==> src/sv/button_debounce_long_press_top_assert.svh <==
// Assertion macros for the button debounce block.
`ifndef BUTTON_DEBOUNCE_LONG_PRESS_TOP_ASSERT_SVH
`define BUTTON_DEBOUNCE_LONG_PRESS_TOP_ASSERT_SVH

`ifndef SYNTHESIS
`define BDLP_ASSERT(lbl, prop, msg) \
    lbl: assert property (@(posedge i_clk) disable iff (!i_rst_n) prop) else $error(msg);
`define BDLP_ASSERT_ALWAYS(lbl, prop, msg) \
    lbl: assert property (@(posedge i_clk) prop) else $error(msg);
`else
`define BDLP_ASSERT(lbl, prop, msg)
`define BDLP_ASSERT_ALWAYS(lbl, prop, msg)
`endif

`endif

==> src/sv/bdlp_pkg.sv <==
`timescale 1ns / 1ps
`default_nettype none

package bdlp_pkg;

    localparam int MAX_BUTTONS = 8;
    localparam int QUEUE_DEPTH = 4;
    localparam int QUEUE_PTR_W = 2;

    localparam logic FUNC_EDGE = 1'b0;
    localparam logic FUNC_TICK = 1'b1;

    localparam logic [2:0] CFG_DEBOUNCE_ENABLE = 3'd0;
    localparam logic [2:0] CFG_PRESSED_LEVEL   = 3'd1;
    localparam logic [2:0] CFG_TIMER_MODE      = 3'd2;
    localparam logic [2:0] CFG_DEBOUNCE_MS     = 3'd3;
    localparam logic [2:0] CFG_LONG_PRESS_MS   = 3'd4;

    typedef struct packed {
        logic        func;
        logic [2:0]  line;
        logic        falling;
        logic [31:0] time_ms;
    } t_in;

    typedef struct packed {
        logic [2:0]  button;
        logic        is_long;
        logic [31:0] event_time_ms;
        logic        last;
    } t_out;

    typedef struct packed {
        logic        debounce_enable;
        logic        pressed_level;
        logic        timer_mode;
        logic [15:0] debounce_ms;
        logic [15:0] long_press_ms;
    } t_cfg;

    localparam t_cfg CFG_RESET = '{
        debounce_enable: 1'b1,
        pressed_level:   1'b0,
        timer_mode:      1'b1,
        debounce_ms:     16'd30,
        long_press_ms:   16'd1000
    };

    typedef struct packed {
        logic [MAX_BUTTONS-1:0] mask;
        logic                   is_long;
        logic [31:0]            time_ms;
    } t_cmd;

    typedef struct packed {
        logic full;
        logic empty;
    } t_q_status;

endpackage

`default_nettype wire

==> src/sv/bdlp_front.sv <==
`timescale 1ns / 1ps
`default_nettype none

module bdlp_front #(
    parameter int NUM_BUTTONS = 3
) (
    input  wire logic          i_clk,
    input  wire logic          i_rst_n,
    input  wire logic          i_accept,
    input  wire bdlp_pkg::t_in i_data,
    input  wire bdlp_pkg::t_cfg i_cfg,
    output logic               o_push,
    output bdlp_pkg::t_cmd     o_cmd
);

    logic [31:0]            r_press_start [NUM_BUTTONS];
    logic [31:0]            r_last_edge   [NUM_BUTTONS];
    logic [NUM_BUTTONS-1:0] r_held;
    logic [NUM_BUTTONS-1:0] r_long_rep;

    logic                   w_is_tick;
    logic                   w_press;
    logic [NUM_BUTTONS-1:0] w_long;
    logic [NUM_BUTTONS-1:0] w_edge_hit;
    logic [NUM_BUTTONS-1:0] w_rel_ev;
    logic [NUM_BUTTONS-1:0] w_tick_hit;

    assign w_is_tick = (i_data.func == bdlp_pkg::FUNC_TICK);
    assign w_press   = ((~i_data.falling) == i_cfg.pressed_level);

    always_comb begin
        logic [31:0] v_diff_edge;
        logic [31:0] v_diff_press;
        logic        v_bounce;
        logic        v_sel;
        for (int i = 0; i < NUM_BUTTONS; i++) begin
            v_diff_edge  = i_data.time_ms - r_last_edge[i];
            v_diff_press = i_data.time_ms - r_press_start[i];
            v_sel        = (i_data.line == 3'(i));
            v_bounce     = i_cfg.debounce_enable && (r_last_edge[i] != 32'd0) &&
                           (v_diff_edge < {16'd0, i_cfg.debounce_ms});
            w_long[i]     = (v_diff_press >= {16'd0, i_cfg.long_press_ms});
            w_edge_hit[i] = i_accept && !w_is_tick && v_sel && !v_bounce;
            w_rel_ev[i]   = w_edge_hit[i] && !w_press && r_held[i] &&
                            (!i_cfg.timer_mode || !r_long_rep[i]);
            w_tick_hit[i] = i_accept && w_is_tick && i_cfg.timer_mode && r_held[i] &&
                            !r_long_rep[i] && w_long[i];
        end
    end

    always_comb begin
        o_cmd      = '0;
        o_cmd.time_ms = i_data.time_ms;
        if (w_is_tick) begin
            o_cmd.mask[NUM_BUTTONS-1:0] = w_tick_hit;
            o_cmd.is_long               = 1'b1;
        end else begin
            o_cmd.mask[NUM_BUTTONS-1:0] = w_rel_ev;
            o_cmd.is_long               = !i_cfg.timer_mode && (|(w_rel_ev & w_long));
        end
        o_push = |o_cmd.mask;
    end

    always_ff @(posedge i_clk) begin
        if (!i_rst_n) begin
            r_held     <= '0;
            r_long_rep <= '0;
            for (int i = 0; i < NUM_BUTTONS; i++) begin
                r_last_edge[i] <= 32'd0;
            end
        end else begin
            for (int i = 0; i < NUM_BUTTONS; i++) begin
                if (w_edge_hit[i]) begin
                    r_last_edge[i] <= i_data.time_ms;
                    if (w_press) begin
                        r_held[i]     <= 1'b1;
                        r_long_rep[i] <= 1'b0;
                    end else if (r_held[i]) begin
                        r_held[i] <= 1'b0;
                        if (i_cfg.timer_mode) begin
                            r_long_rep[i] <= 1'b0;
                        end
                    end
                end
                if (w_tick_hit[i]) begin
                    r_long_rep[i] <= 1'b1;
                end
            end
        end
    end

    always_ff @(posedge i_clk) begin
        for (int i = 0; i < NUM_BUTTONS; i++) begin
            if (w_edge_hit[i] && w_press) begin
                r_press_start[i] <= i_data.time_ms;
            end
        end
    end

endmodule

`default_nettype wire

==> src/sv/bdlp_queue.sv <==
`timescale 1ns / 1ps
`default_nettype none

module bdlp_queue (
    input  wire logic           i_clk,
    input  wire logic           i_rst_n,
    input  wire logic           i_push,
    input  wire bdlp_pkg::t_cmd i_cmd,
    input  wire logic           i_pop,
    output bdlp_pkg::t_cmd      o_head,
    output bdlp_pkg::t_q_status o_status
);

    bdlp_pkg::t_cmd                      r_mem [bdlp_pkg::QUEUE_DEPTH];
    logic [bdlp_pkg::QUEUE_PTR_W-1:0]    r_wr_ptr;
    logic [bdlp_pkg::QUEUE_PTR_W-1:0]    r_rd_ptr;
    logic [bdlp_pkg::QUEUE_PTR_W:0]      r_count;

    assign o_head         = r_mem[r_rd_ptr];
    assign o_status.full  = (r_count == (bdlp_pkg::QUEUE_PTR_W + 1)'(bdlp_pkg::QUEUE_DEPTH));
    assign o_status.empty = (r_count == '0);

    always_ff @(posedge i_clk) begin
        if (!i_rst_n) begin
            r_wr_ptr <= '0;
            r_rd_ptr <= '0;
            r_count  <= '0;
        end else begin
            if (i_push) begin
                r_wr_ptr <= r_wr_ptr + 1'b1;
            end
            if (i_pop) begin
                r_rd_ptr <= r_rd_ptr + 1'b1;
            end
            if (i_push && !i_pop) begin
                r_count <= r_count + 1'b1;
            end else if (!i_push && i_pop) begin
                r_count <= r_count - 1'b1;
            end
        end
    end

    always_ff @(posedge i_clk) begin
        if (i_push) begin
            r_mem[r_wr_ptr] <= i_cmd;
        end
    end

endmodule

`default_nettype wire

==> src/sv/bdlp_back.sv <==
`timescale 1ns / 1ps
`default_nettype none

module bdlp_back (
    input  wire logic                i_clk,
    input  wire logic                i_rst_n,
    input  wire bdlp_pkg::t_cmd      i_head,
    input  wire bdlp_pkg::t_q_status i_q_status,
    output logic                     o_pop,
    output logic                     o_valid,
    input  wire logic                i_stall,
    output bdlp_pkg::t_out           o_data
);

    logic [bdlp_pkg::MAX_BUTTONS-1:0] r_sent;
    logic                             r_valid;
    bdlp_pkg::t_out                   r_out;

    logic [bdlp_pkg::MAX_BUTTONS-1:0] w_rem;
    logic [bdlp_pkg::MAX_BUTTONS-1:0] w_pick;
    logic [bdlp_pkg::MAX_BUTTONS-1:0] w_rest;
    logic [2:0]                       w_button;
    logic                             w_load;

    assign w_rem  = i_head.mask & ~r_sent;
    assign w_pick = w_rem & (~w_rem + 1'b1);
    assign w_rest = w_rem & ~w_pick;
    assign w_load = !i_q_status.empty && (!r_valid || !i_stall);
    assign o_pop  = w_load && (w_rest == '0);

    always_comb begin
        w_button = 3'd0;
        for (int i = 0; i < bdlp_pkg::MAX_BUTTONS; i++) begin
            if (w_pick[i]) begin
                w_button = w_button | 3'(i);
            end
        end
    end

    always_ff @(posedge i_clk) begin
        if (!i_rst_n) begin
            r_valid <= 1'b0;
            r_sent  <= '0;
        end else begin
            if (w_load) begin
                r_valid <= 1'b1;
                r_sent  <= (w_rest == '0) ? '0 : (r_sent | w_pick);
            end else if (!i_stall) begin
                r_valid <= 1'b0;
            end
        end
    end

    always_ff @(posedge i_clk) begin
        if (w_load) begin
            r_out.button        <= w_button;
            r_out.is_long       <= i_head.is_long;
            r_out.event_time_ms <= i_head.time_ms;
            r_out.last          <= (w_rest == '0);
        end
    end

    assign o_valid = r_valid;
    assign o_data  = r_out;

endmodule

`default_nettype wire

==> src/sv/button_debounce_long_press_top.sv <==
// Latency: an item that causes events is written into the request queue, and its first event
// is registered at the output; events leave one per cycle when the output is not stalled.
// Throughput: one input item per cycle while the queue is not full; a tick causing k events
// go out one at a time; a four-entry request queue absorbs the difference before input stalls.
// Reset: synchronous, active low; clears queue, held and edge state, loads default config.
`timescale 1ns / 1ps
`default_nettype none
`include "button_debounce_long_press_top_assert.svh"

module button_debounce_long_press_top #(
    parameter int NUM_BUTTONS = 3
) (
    input  wire logic           i_clk,
    input  wire logic           i_rst_n,
    input  wire logic           i_valid,
    output logic                o_stall,
    input  wire bdlp_pkg::t_in  i_data,
    output logic                o_valid,
    input  wire logic           i_stall,
    output bdlp_pkg::t_out      o_data,
    input  wire logic           i_cfg_valid,
    output logic                o_cfg_ready,
    input  wire logic [2:0]     i_cfg_index,
    input  wire logic [15:0]    i_cfg_data
);

    bdlp_pkg::t_cfg      r_cfg;
    bdlp_pkg::t_cmd      w_cmd;
    bdlp_pkg::t_cmd      w_head;
    bdlp_pkg::t_q_status w_q_status;
    logic                w_push;
    logic                w_pop;
    logic                w_accept;

    assign o_cfg_ready = 1'b1;
    assign o_stall     = w_q_status.full;
    assign w_accept    = i_valid && !o_stall;

    always_ff @(posedge i_clk) begin
        if (!i_rst_n) begin
            r_cfg <= bdlp_pkg::CFG_RESET;
        end else if (i_cfg_valid && o_cfg_ready) begin
            case (i_cfg_index)
                bdlp_pkg::CFG_DEBOUNCE_ENABLE: r_cfg.debounce_enable <= i_cfg_data[0];
                bdlp_pkg::CFG_PRESSED_LEVEL:   r_cfg.pressed_level   <= i_cfg_data[0];
                bdlp_pkg::CFG_TIMER_MODE:      r_cfg.timer_mode      <= i_cfg_data[0];
                bdlp_pkg::CFG_DEBOUNCE_MS:     r_cfg.debounce_ms     <= i_cfg_data;
                bdlp_pkg::CFG_LONG_PRESS_MS:   r_cfg.long_press_ms   <= i_cfg_data;
                default: begin
                end
            endcase
        end
    end

    bdlp_front #(
        .NUM_BUTTONS (NUM_BUTTONS)
    ) u_front (
        .i_clk    (i_clk),
        .i_rst_n  (i_rst_n),
        .i_accept (w_accept),
        .i_data   (i_data),
        .i_cfg    (r_cfg),
        .o_push   (w_push),
        .o_cmd    (w_cmd)
    );

    bdlp_queue u_queue (
        .i_clk    (i_clk),
        .i_rst_n  (i_rst_n),
        .i_push   (w_push),
        .i_cmd    (w_cmd),
        .i_pop    (w_pop),
        .o_head   (w_head),
        .o_status (w_q_status)
    );

    bdlp_back u_back (
        .i_clk      (i_clk),
        .i_rst_n    (i_rst_n),
        .i_head     (w_head),
        .i_q_status (w_q_status),
        .o_pop      (w_pop),
        .o_valid    (o_valid),
        .i_stall    (i_stall),
        .o_data     (o_data)
    );

    `BDLP_ASSERT_ALWAYS(a_reset_clears_out, !i_rst_n |=> !o_valid, "output valid after reset")
    `BDLP_ASSERT(a_no_overflow, !(w_push && w_q_status.full), "request queue overflow")
    `BDLP_ASSERT(a_no_underflow, w_pop |-> !w_q_status.empty, "request queue underflow")
    `BDLP_ASSERT(a_burst_continues, o_valid && !o_data.last && !i_stall |=> o_valid, "event burst broken")

endmodule

`default_nettype wire

==> config.mk <==
export PLATFORM = sky130hd
export DESIGN_NAME = button_debounce_long_press_top
export DESIGN_NICKNAME = d
export VERILOG_FILES = /design/src/sv/bdlp_pkg.sv /design/src/sv/bdlp_front.sv /design/src/sv/bdlp_queue.sv /design/src/sv/bdlp_back.sv /design/src/sv/button_debounce_long_press_top.sv
export VERILOG_INCLUDE_DIRS = /design/src /design/src/sv
export SDC_FILE = /design/constraint.sdc
export NUM_CORES = 1
export LEC_CHECK = 0
export BUFFER_PORTS_ARGS = -buffer_cell sky130_fd_sc_hd__buf_2
export CAP_MARGIN = 10
export CORE_MARGIN = 4
export CORE_UTILIZATION = 28
export CTS_CLUSTER_DIAMETER = 40
export DETAILED_ROUTE_END_ITERATION = 7
export PLACE_DENSITY = 0.52
export SYNTH_ARGS = -nofsm -noshare
export SYNTH_HDL_FRONTEND = slang
export SYNTH_SLANG_ARGS = --single-unit
==> constraint.sdc <==
create_clock -name i_clk -period 8 [get_ports i_clk]
set_input_delay 0.4 -clock i_clk [delete_from_list [all_inputs] [get_ports i_clk]]
set_output_delay 0.4 -clock i_clk [all_outputs]
set_load 0.03 [all_outputs]
==> impl_metrics.tcl <==
set metrics [dict create \
    drtPass1Iterations 6 \
    syn-cell-area_mm2 0.0287 \
    fmax_mhz 157 \
    die_w_um 328 \
    core_mm2 0.102 \
    post-dp-hpwl_um 65900 \
    dp_slack_ns 1.18 \
    cts.sinks 426 \
    drtIter0Drc 1933 \
    worst-path-max-fanout 7 \
    power_per_cell_area_mw_per_mm2 229 \
    critPathLaunchType "register" \
    timing.final.ws_setup_ns 1.65 \
    yosysUniqueCellTypes 99 \
    synth_edf_count 372 \
    layout-drive-gt1-share 0.117 \
    grt_overflow_total 0 \
    pin_count 101 \
    syn_area_per_cell_um2 10.1 \
    nets 3288 \
    rows 117 \
    htree_levels 3 \
    crit_buf_inv 3 \
    cts_buffers 75 \
    ys.flop_type "edfxtp_1" \
    path_clk_slew_ns 0.05 \
    clk_path_buf_depth 3 \
    synth_fp_nets 3192 \
    io_buffers 98 \
    grt_setup_unrepaired "no" \
    dp_cells 4226 \
    gr-usage-all-layers 0.157 \
    slowest_delay_ns 0.54 \
    drtAntennaViolNets 0 \
    syn_to_final_growth_pct 16.1 \
    hp-class "primary input to register" \
    avgViaCountPerCell 5.18 \
    register_area_mm2 0.0123 \
    ys_warn_count 0 \
    wl_per_cell_um 19.9 \
    crit_type "register to register" \
    status "completed" \
    fp.dieH_um 328 \
    setup_viol 0 \
    finalMaxSlewViolations 0 \
    grt_pass1_vias 22000 \
    yosys-top-cells-area "edfxtp_1 (39%), ha_1 (12%), a21oi_1 (4.4%)" \
    synth_top_area_share 0.389 \
    synth_cells 2840 \
    globalplace.congestion 0.920 \
    ir_worst_vdd_uv 163 \
    die_area_mm2 0.108 \
    finalSetupTns_ns 0 \
    p_leak_nw 12.9 \
    ys_ff_latch 426 \
    clk_latency_ns 0.62 \
    grt_pass1_wl_um 131000 \
    cpMostUsedCell "ha_1" \
    period_minus_slack_ns 6.35 \
    fin_crit_sh 0.794 \
    critPathCaptureType "register" \
    multi_input_area_mm2 0.0150 \
    synth-async-reset-ratio 0 \
    tightestPinTransition_ns 1.10 \
    fin_worst_skew_ns 0.0315 \
    post_cts_buffers 0 \
    yosys.area.top_type "edfxtp_1" \
    power.total_mw 7.64 \
    start_util 0.282 \
    max_cap_violations 0 \
    fin_cells 4369 \
    grt_max_degree 42 \
    cp_slowest_cell "a2111oi_4" \
    cts_tree "yes" \
    relSlewSlack 0.266 \
    crit_family "compound AO/OA/AOI/OAI gates" \
    synth-seq-area-share 0.427 \
    drc 0 \
    cts-root-buf "clkbuf_16" \
    antenna_found_initial 7 \
    vias 22600 \
    cp.required_ns 8.53 \
    cp.arrival_ns 6.88 \
    wirelength_um 86800 \
    hold_violations 0 \
    fill_cells 10400 \
]
==> stage by stage <==
step           cell area [um2]  hold WS, ns   util
6_report                 33300       0.0623  0.328
5_1_grt                  33300       0.0567  0.328
4_1_cts                  33300       0.0280  0.328
3_5_place_dp             30700        0.448  0.301
3_3_place_gp             30700        0.444  0.301
2_1_floorplan            28700        0.428      -
==> path summary, 6_finish.rpt <==
path	slack (ns)	cells past startpoint	endpoint	from
worst max-delay path	1.65	30	u_queue.r_count[2]	u_front.r_last_edge[0][65]
worst min-delay path	0.06	3	r_cfg[18]	i_cfg_data[2]
worst max register to register	1.65	30	u_queue.r_count[2]	u_front.r_last_edge[0][65]
worst min register to register	0.45	2	r_cfg[13]	r_cfg[13]
==> synth_stat cells (all sizes together) (13+ instances only) <==
cell type and number:
ha 284, o2111ai 15, buf 27, mux2i 16, xor2 57, a21o 72, nor3 38, a211o 13
mux4 36, nand4 63, o21a 30, a21oi 258, o211ai 42, or3 13, clkbuf 72, nor4 39
and3 34, nor2 141, nor2b 31, o21ai 147, a211oi 36, nand2 231, dfxtp 54, xnor2 76
o21bai 19, nand2b 20, and2 49, inv 277, a31oi 26, nand3 66, and4 17, edfxtp 372
==> final cells by class <==
cell class                 count  share of cell area
inverter                     277              0.0313
clock inverter                57              0.0214
multi-input combinational   2038               0.451
sequential                   426               0.368
tap                         1368              0.0513
clock buffer                  80              0.0578
timing repair buffer         118              0.0193
antenna                        5            0.000375
==> report_power, final <==
| part | total [mW] | internal [mW] | switching (mW) | leakage [nW] |
|---|---|---|---|---|
| registers | 2.66 | 2.60 | 0.0587 | 3.95 |
| clock network | 3.32 | 2.11 | 1.21 | 1.26 |
| logic | 1.66 | 0.580 | 1.08 | 7.69 |
==> metal layers <==
layer / global-route usage / wire (um)
met1: 0.217 / 40200
met3: 0.0265 / 4870
met2: 0.254 / 39600
met5: 0 / 34
met4: 0.0437 / 2080
==> layout by cell type, fill, tap and decap left out, types with 72 or more instances in the layout <==
cell,instances
inv_1,275
ha_1,284
o21ai_0,136
a21oi_1,254
nand2_1,231
nor2_1,138
edfxtp_1,372
clkbuf_16,76
a21o_1,72
buf_2,98
xnor2_1,76
==> state kept, by name, summed over array words and instances, names as in the netlist, named ones only <==
name                   count
r_cfg                     35
u_back.o_data             36
u_back.o_valid             1
u_back.r_sent              3
u_front.r_held             3
u_front.r_last_edge       96
u_front.r_long_rep         3
u_front.r_press_start     96
u_queue.r_count            3
u_queue.r_mem            144
u_queue.r_rd_ptr           2
u_queue.r_wr_ptr           2
==> tightest hold or removal path: cells and delay by family <==
family / cells / cell delay [ns]
simple gates: 1 / 0.05
compound gates: 1 / 0.08
buf+inv: 1 / 0.10
==> cell families (layout without fill, tap and decap cells) <==
group           after synthesis  after routing  share of synthesized area
xor+xnor                    133            133                     0.0406
mux                          58             58                     0.0362
buf+inv                     376            532                     0.0512
fa+ha+maj                   292            292                      0.129
flops                       426            426                      0.427
compound gates              782            782                      0.181
simple gates                771            771                      0.135
other cells                   2              7                   0.000262
==> what timing repair did <==
action / CTS / global route
gates resized for setup: 0 / 0
hold buffers: 1 / 0
hold endpoints to repair: 1 / 0
Note: power is estimated with default switching activity, not from simulation.
